$ cat src/sv/secs_pkg.sv
`default_nettype none

package secs_pkg;

    localparam int NUM_CHANNELS_DEF = 65;
    localparam int NUM_TAPS         = 256;

    localparam logic [1:0] OP_CLEAR  = 2'd0;
    localparam logic [1:0] OP_SAMPLE = 2'd1;
    localparam logic [1:0] OP_REPORT = 2'd2;

    localparam logic [5:0]  RATIO_RESET = 6'd18;
    localparam logic [15:0] SAMPLE_IDLE = 16'hFFFF;
    localparam logic [8:0]  WIDTH_MAX   = 9'd511;
    localparam logic [7:0]  TAP_MAX     = 8'd255;

    typedef struct packed {
        logic [15:0] last_sample;
        logic [7:0]  run_start;
        logic [8:0]  run_width;
        logic [7:0]  best_start;
        logic [8:0]  best_width;
    } t_rec;

    localparam t_rec REC_RESET = '{
        last_sample: SAMPLE_IDLE,
        run_start:   8'd0,
        run_width:   9'd0,
        best_start:  8'd0,
        best_width:  9'd0
    };

endpackage

`default_nettype wire

$ cat src/sv/serdes_eye_center_search_top.sv
// Eye centre search for serial-link input delay training.
// Input channel (i_in_valid / o_in_ready) carries one request: op, channel,
// tap and sample. Clear resets a channel's state, sample scores a word read
// at a delay tap, report returns the best eye of that channel.
// Output channel (o_out_valid / i_out_ready) carries one result per report:
// channel, eye start, eye width and eye centre.
// Configuration channel (i_cfg_valid / o_cfg_ready) writes the growth ratio
// in sixteenths; it is always ready.
// One request is taken every cycle while the output is not stalled. For a report,
// the state memory is read at the accepting edge, the forwarding and the
// width-times-ratio multiply feed the stage 2 registers, and the update and
// centre add feed the output register.
// Updates to the same channel in consecutive cycles are forwarded around the memory.
// Reset clears the pipeline, the per-channel valid bits (every channel reads
// as cleared) and sets the ratio to 18; no clearing pass is needed.
// While a result waits and i_out_ready is low the whole pipeline holds and
// o_in_ready is low; nothing is lost or repeated.
`default_nettype none

module serdes_eye_center_search_top
    import secs_pkg::*;
#(
    parameter int NUM_CHANNELS = NUM_CHANNELS_DEF
) (
    input  wire logic        i_clk,
    input  wire logic        i_rst_n,

    input  wire logic        i_cfg_valid,
    output      logic        o_cfg_ready,
    input  wire logic [5:0]  i_growth_ratio_sixteenths,

    input  wire logic        i_in_valid,
    output      logic        o_in_ready,
    input  wire logic [1:0]  i_op,
    input  wire logic [6:0]  i_channel,
    input  wire logic [7:0]  i_tap,
    input  wire logic [15:0] i_sample,

    output      logic        o_out_valid,
    input  wire logic        i_out_ready,
    output      logic [6:0]  o_report_channel,
    output      logic [7:0]  o_eye_start,
    output      logic [8:0]  o_eye_width,
    output      logic [7:0]  o_eye_center
);

    localparam int CH_W = (NUM_CHANNELS > 1) ? $clog2(NUM_CHANNELS) : 1;

    logic [5:0]  r_ratio;

    logic        en;
    logic        in_active;
    logic        ch_ok;
    logic [CH_W-1:0] rd_addr;

    // stage 1: memory read in flight
    logic        r_s1_vld;
    logic [1:0]  r_s1_op;
    logic [6:0]  r_s1_ch;
    logic [7:0]  r_s1_tap;
    logic [15:0] r_s1_sample;

    // stage 2: merged record, sample compare, score bar
    logic        r_s2_vld;
    logic [1:0]  r_s2_op;
    logic [6:0]  r_s2_ch;
    logic [7:0]  r_s2_tap;
    logic [15:0] r_s2_sample;
    t_rec        r_s2_rec;
    logic        r_s2_eq;
    logic [10:0] r_s2_bar;

    // last write into the memory, for forwarding
    logic        r_lw_vld;
    logic [6:0]  r_lw_ch;
    t_rec        r_lw_rec;

    logic        r_out_vld;
    logic [6:0]  r_out_ch;
    logic [7:0]  r_out_start;
    logic [8:0]  r_out_width;
    logic [7:0]  r_out_center;

    t_rec        ram_rd;
    t_rec        n_s1_rec;
    logic [14:0] n_prod;
    t_rec        n_upd;
    logic        s2_wr;
    logic [9:0]  n_center;

    assign en          = !r_out_vld || i_out_ready;
    assign o_in_ready  = en;
    assign o_cfg_ready = 1'b1;

    always_ff @(posedge i_clk) begin
        if (!i_rst_n) begin
            r_ratio <= RATIO_RESET;
        end else if (i_cfg_valid) begin
            r_ratio <= i_growth_ratio_sixteenths;
        end
    end

    assign ch_ok     = 8'(i_channel) < 8'(NUM_CHANNELS);
    assign in_active = ch_ok && ((i_op == OP_CLEAR) || (i_op == OP_REPORT) ||
                       ((i_op == OP_SAMPLE) && (10'(i_tap) < 10'(NUM_TAPS))));
    assign rd_addr   = ch_ok ? i_channel[CH_W-1:0] : '0;

    secs_state_ram #(
        .NUM_CHANNELS (NUM_CHANNELS)
    ) u_ram (
        .i_clk     (i_clk),
        .i_rst_n   (i_rst_n),
        .i_rd_en   (en),
        .i_rd_addr (rd_addr),
        .i_wr_en   (en && s2_wr),
        .i_wr_addr (r_s2_ch[CH_W-1:0]),
        .i_wr_data (n_upd),
        .o_rd_data (ram_rd)
    );

    always_ff @(posedge i_clk) begin
        if (!i_rst_n) begin
            r_s1_vld <= 1'b0;
        end else if (en) begin
            r_s1_vld <= i_in_valid && in_active;
        end
    end

    always_ff @(posedge i_clk) begin
        if (en) begin
            r_s1_op     <= i_op;
            r_s1_ch     <= i_channel;
            r_s1_tap    <= i_tap;
            r_s1_sample <= i_sample;
        end
    end

    // newest copy of the channel: stage 2 update, then last write, then memory
    always_comb begin
        if (s2_wr && (r_s2_ch == r_s1_ch)) begin
            n_s1_rec = n_upd;
        end else if (r_lw_vld && (r_lw_ch == r_s1_ch)) begin
            n_s1_rec = r_lw_rec;
        end else begin
            n_s1_rec = ram_rd;
        end
    end

    assign n_prod = 15'(n_s1_rec.best_width * r_ratio);

    always_ff @(posedge i_clk) begin
        if (!i_rst_n) begin
            r_s2_vld <= 1'b0;
        end else if (en) begin
            r_s2_vld <= r_s1_vld;
        end
    end

    always_ff @(posedge i_clk) begin
        if (en) begin
            r_s2_op     <= r_s1_op;
            r_s2_ch     <= r_s1_ch;
            r_s2_tap    <= r_s1_tap;
            r_s2_sample <= r_s1_sample;
            r_s2_rec    <= n_s1_rec;
            r_s2_eq     <= n_s1_rec.last_sample == r_s1_sample;
            r_s2_bar    <= n_prod[14:4];
        end
    end

    assign s2_wr = r_s2_vld && (r_s2_op != OP_REPORT);

    always_comb begin
        n_upd = r_s2_rec;
        if (r_s2_op == OP_CLEAR) begin
            n_upd = REC_RESET;
        end else begin
            if (r_s2_eq) begin
                if (r_s2_rec.run_width < WIDTH_MAX) begin
                    n_upd.run_width = r_s2_rec.run_width + 9'd1;
                end
            end else begin
                if (11'(r_s2_rec.run_width) > r_s2_bar) begin
                    n_upd.best_start = r_s2_rec.run_start;
                    n_upd.best_width = r_s2_rec.run_width;
                end
                n_upd.run_width = 9'd0;
                n_upd.run_start = r_s2_tap;
            end
            n_upd.last_sample = r_s2_sample;
        end
    end

    always_ff @(posedge i_clk) begin
        if (!i_rst_n) begin
            r_lw_vld <= 1'b0;
        end else if (en) begin
            r_lw_vld <= s2_wr;
        end
    end

    always_ff @(posedge i_clk) begin
        if (en) begin
            r_lw_ch  <= r_s2_ch;
            r_lw_rec <= n_upd;
        end
    end

    assign n_center = 10'(r_s2_rec.best_start) + 10'(r_s2_rec.best_width[8:1]);

    always_ff @(posedge i_clk) begin
        if (!i_rst_n) begin
            r_out_vld <= 1'b0;
        end else if (en) begin
            r_out_vld <= r_s2_vld && (r_s2_op == OP_REPORT);
        end
    end

    always_ff @(posedge i_clk) begin
        if (en) begin
            r_out_ch     <= r_s2_ch;
            r_out_start  <= r_s2_rec.best_start;
            r_out_width  <= r_s2_rec.best_width;
            r_out_center <= (n_center > 10'(TAP_MAX)) ? TAP_MAX : n_center[7:0];
        end
    end

    assign o_out_valid      = r_out_vld;
    assign o_report_channel = r_out_ch;
    assign o_eye_start      = r_out_start;
    assign o_eye_width      = r_out_width;
    assign o_eye_center     = r_out_center;

endmodule

`default_nettype wire

$ cat src/sv/secs_state_ram.sv
`default_nettype none

module secs_state_ram
    import secs_pkg::*;
#(
    parameter int NUM_CHANNELS = NUM_CHANNELS_DEF,
    localparam int CH_W = (NUM_CHANNELS > 1) ? $clog2(NUM_CHANNELS) : 1
) (
    input  wire logic            i_clk,
    input  wire logic            i_rst_n,
    input  wire logic            i_rd_en,
    input  wire logic [CH_W-1:0] i_rd_addr,
    input  wire logic            i_wr_en,
    input  wire logic [CH_W-1:0] i_wr_addr,
    input  wire t_rec            i_wr_data,
    output      t_rec            o_rd_data
);

    t_rec                    r_mem [NUM_CHANNELS];
    logic [NUM_CHANNELS-1:0] r_vld;
    t_rec                    r_rd;
    logic                    r_rd_vld;

    // entries never written since reset read as the cleared record
    always_ff @(posedge i_clk) begin
        if (!i_rst_n) begin
            r_vld <= '0;
        end else if (i_wr_en) begin
            r_vld[i_wr_addr] <= 1'b1;
        end
    end

    always_ff @(posedge i_clk) begin
        if (i_wr_en) begin
            r_mem[i_wr_addr] <= i_wr_data;
        end
    end

    always_ff @(posedge i_clk) begin
        if (!i_rst_n) begin
            r_rd_vld <= 1'b0;
        end else if (i_rd_en) begin
            r_rd_vld <= r_vld[i_rd_addr];
        end
    end

    always_ff @(posedge i_clk) begin
        if (i_rd_en) begin
            r_rd <= r_mem[i_rd_addr];
        end
    end

    assign o_rd_data = r_rd_vld ? r_rd : REC_RESET;

endmodule

`default_nettype wire

$ cat config.mk
export PLATFORM = sky130hd
export DESIGN_NAME = serdes_eye_center_search_top
export DESIGN_NICKNAME = d
export VERILOG_FILES = /design/src/sv/secs_pkg.sv /design/src/sv/serdes_eye_center_search_top.sv /design/src/sv/secs_state_ram.sv
export SDC_FILE = /design/constraint.sdc
export NUM_CORES = 2
export LEC_CHECK = 0
export ABC_CLOCK_PERIOD_IN_PS = 23300
export BUFFER_PORTS_ARGS = -buffer_cell sky130_fd_sc_hd__buf_4
export CELL_PAD_IN_SITES_DETAIL_PLACEMENT = 1
export CELL_PAD_IN_SITES_GLOBAL_PLACEMENT = 2
export CORE_ASPECT_RATIO = 0.8
export CORE_UTILIZATION = 39
export DETAILED_ROUTE_END_ITERATION = 6
export GPL_TIMING_DRIVEN = 0
export PLACE_DENSITY_LB_ADDON = 0.15
export SLEW_MARGIN = 5
export SYNTH_ARGS = -nofsm -noshare
export SYNTH_HDL_FRONTEND = slang
export SYNTH_SLANG_ARGS = --single-unit
$ cat constraint.sdc
create_clock -name i_clk -period 23.3 [get_ports i_clk]
set_input_delay 1.165 -clock i_clk [delete_from_list [all_inputs] [get_ports i_clk]]
set_output_delay 1.165 -clock i_clk [all_outputs]
set_load 0.01 [all_outputs]
* Word level (Yosys, flattened, before mapping)
Memories as Yosys holds them, arrays and structs flattened. A register that Yosys moved wholly into a read port is not among the register bits.
Index checks and enable logic that the tools add are counted.
** Word-level totals
- Memories kept :: 1
- Bits in registers :: 270
- Input port bits :: 44
- Output and inout port bits :: 35
- Word-level logic and storage cells :: 79
- Bits in writable memories :: 3250
** Memory list
- u_ram.r_mem :: depth 65, bits a word 50, rd ports 1, clocked after memory_dff 1, write ports 1, RTL line secs_state_ram.sv:19 : t_rec r_mem [NUM_CHANNELS];
** Operators by class
- Multiplexer cells :: 16
- Bitwise gates (word level) :: 1
- Magnitude comparators :: 7
- $add $sub $neg :: 2
- Reduce and logical (&&, ||, !) cells :: 14
- Equality and inequality tests :: 7
- Multiply operators :: 1
** Operators by type and width (number)
- 50-bit 2-to-1 mux :: 4
- 65-bit OR :: 1
- 17-bit 2-to-1 mux :: 2
- 9-bit 2-to-1 mux :: 2
- 16-bit == test :: 1
- 7-bit by 8-bit < comparator with 1-bit output, second input constant :: 2
- 9-bit by 6-bit multiplier with 15-bit output :: 1
- 7-bit == test :: 2
- 9-bit by 11-bit > comparator with 1-bit output :: 1
- 8-bit by 8-bit adder with 9-bit output :: 1
- 9-bit by 1-bit adder with 9-bit output, second input constant :: 1
- 9-bit by 8-bit > comparator with 1-bit output, second input constant :: 1
- 9-bit < comparator, second input constant :: 1
- 1-bit logical AND :: 8
- 8-bit 2-to-1 mux :: 1
- 1-bit binary-select mux with 7-bit select :: 1
- 1-bit demux with 7-bit select :: 1
- 7-bit by 1-bit greater-or-equal comparator with 1-bit output, second input constant :: 1
- 7-bit < comparator, second input constant :: 1
- 7-bit 2-to-1 mux :: 1
- 2-bit == test, second input constant :: 2
- 2-bit zero test :: 2
- 1-bit 2-to-1 mux :: 4
- 1-bit logical OR :: 3
- other kinds (3) :: 3

* Depth between registers and ports, before layout
- Depth in word-level cells :: 6
- Depth in mapped cells :: 26
- Depth with buffers taken out :: 25

* Modules after synthesis
Synthesis repeated with hierarchy kept, for this count alone.
** Unflattened totals
- Cells, all modules :: 6526
- Area total of the unflattened synthesis :: 139013.3 µm²
** By module, submodules not included
- secs_state_ram :: seq. area each 100416.3 µm², cells an instance 5664, area each 128423.2 µm², times used 1
- serdes_eye_center_search_top :: seq. area each 6025.8 µm², cells an instance 862, area each 10590.2 µm², times used 1

* Least setup slack after synthesis
Ideal clock, no wire load.
- Kind :: in2reg
- Start :: input port i_out_ready
- End :: memory u_ram.r_mem[64][0] (netlist bit) (enable)
- Arrival :: 12.595 ns
- Buffers on the path :: 0
- Slack :: 10.102 ns
- Cell stages on the path :: 5
- Setup time :: 0.603 ns
- Path through :: nor2b_1 inv_1 nand3_1 or3_1 nor4b_1
** On the way
- Cells in the longest elaborated chain, start to end :: 4
** Ends and longest elaborated chain
- from (decl) :: RTL line serdes_eye_center_search_top.sv:40 : input wire logic i_out_ready,
- 1-bit logical OR :: RTL line serdes_eye_center_search_top.sv:91 : assign en = !r_out_vld || i_out_ready;
- net o_in_ready :: RTL line serdes_eye_center_search_top.sv:33 : output logic o_in_ready,
- 1-bit logical AND :: RTL line serdes_eye_center_search_top.sv:115 : .i_wr_en (en && s2_wr),
- 1-bit 2-to-1 mux :: RTL line secs_state_ram.sv:34 : if (i_wr_en) begin
- 1-bit 2-to-1 mux (implied by the code) :: RTL line secs_state_ram.sv:35 : r_mem[i_wr_addr] <= i_wr_data;
- to (decl) :: RTL line secs_state_ram.sv:19
The timed path passes the listed nets, and every way through them passes these cells.

==> run summary <==
status = complete, but fails checks
violated checks = max-capacitance violations, max-slew violations
WL per Instance = 38.6 um
antenna violations before repair = 118
Initial DRT Pass Iterations = 7
vias per cell = 6.07
Synthesis Warnings = 0
Final Critical Period = 8130 ps
cell with the most instances after synthesis = edfxtp_1
CTS resizes = 0
# fillers = 34100
fmax = 123 MHz
Power Total = 14.4 mW
Die Ht = 541 um
crit path DAT = 8820 ps
clock insertion delay at the later pin of the skew report = 980 ps
Worst-path clk slew = 60 ps
Setup Fix Bufs, Post-CTS = 0
post-layout util = 0.462
vias post-DR = 86000
final net count = 9162
grt total ovfl = 0
synthesized instance count = 8297
EDFF count, synth = 3494
Pleak = 54.7 nW
Area Growth Syn to Fin = 17.8%
CTS H-tree depth = 5
DR iter-0 viols = 13100
CTS root buffer = clkbuf_16
worst vdd ir = 0.0000630 V
initial core utilization = 0.393
Slew Limit Fails = 23
Final setup viols = 0
core area = 361000 um^2
I/O pin count = 79
worst-margin pin slew = 1580 ps
clk_skew = 55.0 ps
endpoint class of the critical path = flip-flop
top_reg_cell synth = edfxtp_1
crit share post-route = 0.349
Hold Crit Depth = 1
Die ar. = 365000 um^2
Clock Tree Buf Depth = 4
die width = 676 um
CP max FO = 13
GPL Wtd Cong = 0.983
area of the mapped netlist = 142000 um^2
Routed Antenna Nets = 0
worst hold path class = input pin to flip-flop
hold buffers post-CTS = 0
register bit total from synthesis = 3570
Avg Inst Size Synth = 17.1 um^2
Unique masters post-synth = 64
DRC viols = 0
syn nets = 8409
TNS Setup = 0 ps
TritonCTS clock tree = done
GRT Total Usage = 0.296
Slew headroom = -0.0670
top-area cell type share of the netlist area = 0.741
HPWL after DPL = 403 mm
asr flop ratio synth = 0
type of origin of the critical path = flip-flop
Post-synth top cells = edfxtp_1, o21ai_0, nand2_1
max-cap check violation count = 12
FF-to-FF path depth = 23
Setup CP Type = flip-flop to flip-flop
Fin. Hold Viols = 0
RSZ-0062 raised after global routing = false
WP data required = 23980 ps
first-pass GRT wire length = 732 mm
PortBufs = 75
final wirelength = 548 mm
pwr dens = 86.1 nW/um^2
clock sink total = 3570
clock buffer count from CTS = 371
Synth area leaders = edfxtp_1, mux4_2, o21ai_0, mux2i_1, nand2_1
largest net degree at the start of global routing = 124
Synth area leader = edfxtp_1
proportion of layout cells with a drive suffix above 1 = 0.195
vias in the first global route = 83400
num rows = 197
Seq/Total Area, Yosys = 0.752
WHS = 384 ps
-- power breakdown --
part / total, mW / internal (mW) / switching, mW
combinational: 1.19 / 0.305 / 0.886
clock: 6.01 / 3.42 / 2.59
sequential: 7.14 / 7.12 / 0.0228
total: 14.4 / 10.8 / 3.50
-- cell usage in the layout, fill, tap and decap left out, types with 98 or more instances in the layout --
| master | synthesis | layout |
|---|---|---|
| buf_12 | 0 | 186 |
| buf_2 | 128 | 128 |
| buf_4 | 73 | 201 |
| clkbuf_1 | 305 | 361 |
| clkbuf_16 | 0 | 376 |
| clkinv_1 | 0 | 98 |
| edfxtp_1 | 3494 | 3494 |
| mux2_2 | 121 | 121 |
| mux2i_1 | 317 | 317 |
| mux4_2 | 461 | 461 |
| nand2_1 | 687 | 687 |
| nand3_1 | 221 | 221 |
| o211ai_1 | 137 | 137 |
| o21ai_0 | 1085 | 1007 |
| o21ai_1 | 111 | 189 |
| o22ai_1 | 139 | 139 |
-- routing by layer --
layer | vias to the layer above | track usage | wire length (um)
met5 | - | 0 | 213
met3 | 797 | 0.0650 | 57000
met4 | 32 | 0.126 | 26600
li1 | 34500 | - | -
met1 | 46300 | 0.442 | 235000
met2 | 4435 | 0.416 | 229000
-- sequential cells by signal, indices dropped and copies added, names as in the netlist, 2 cells and up --
register          cells
u_ram.r_mem        3250
u_ram.r_vld          65
r_lw_rec             50
u_ram.r_rd           50
r_s2_rec             34
r_s1_sample          16
r_s2_sample          16
r_s2_bar             11
o_eye_width           9
o_eye_center          8
o_eye_start           8
r_s1_tap              8
r_s2_tap              8
o_report_channel      7
r_s1_ch               7
r_s2_ch               7
r_ratio               6
r_s1_op               2
r_s2_op               2
-- path summary, 6_finish.rpt --
check / start / end / slack (ps)
setup / recovery: r_s2_rec[23] / r_s2_bar[10] / 15170
hold / removal: i_channel[0] / r_s1_ch[0] / 380
setup reg to reg: r_s2_rec[23] / r_s2_bar[10] / 15170
hold reg to reg: r_s1_tap[0] / r_s2_tap[0] / 420
-- cell type report --
cell class	instances	area, um^2	area share
Tap cell	4776	5980	0.0358
Inverter	70	270	0.00162
Multi-Input combinational cell	4105	33300	0.199
Clock inverter	232	2320	0.0139
Clock buffer	446	9720	0.0583
Antenna cell	44	110	0.000660
Timing Repair Buffer	380	6120	0.0367
Buffer	552	2530	0.0152
Sequential cell	3570	106000	0.638
-- through the flow --
stage | setup WS, ps | std cells | cell area (um^2)
6_report | 15170 | 14200 | 167000
5_1_grt | 14660 | 14100 | 167000
2_1_floorplan | 10100 | 8297 | 142000
4_1_cts | 15160 | 14100 | 167000
3_3_place_gp | 2950 | 13100 | 148000
3_5_place_dp | 15190 | 13400 | 155000
-- cell families (layout without fill, tap and decap cells) --
| family | after synthesis | after routing | share of synthesized area |
|---|---|---|---|
| compound gates | 1804 | 1804 | 0.0727 |
| xor+xnor | 47 | 47 | 0.00291 |
| fa+ha+maj | 68 | 68 | 0.00760 |
| buf+inv | 622 | 1680 | 0.0197 |
| flops | 3570 | 3570 | 0.752 |
| mux | 899 | 899 | 0.105 |
| other cells | 1 | 45 | 0.0000265 |
| simple gates | 1286 | 1286 | 0.0398 |
-- critical path, stage by stage, from the launching register on --
cell	delay [ps]
edfxtp_1	520
ha_1	370
nand4_1	220
a211oi_1	620
o211ai_2	330
buf_4	300
mux2i_1	170
nor2_4	580
nor2_1	100
a31oi_1	960
and2_1	280
fa_1	420
fa_1	510
inv_1	50
fa_1	470
inv_1	40
ha_1	340
nand3_1	140
nand2b_1	190
a311oi_1	290
o22ai_1	250
o31ai_2	380
mux2i_1	220
nor2_1	60
Note: power is estimated with default switching activity, not from simulation.
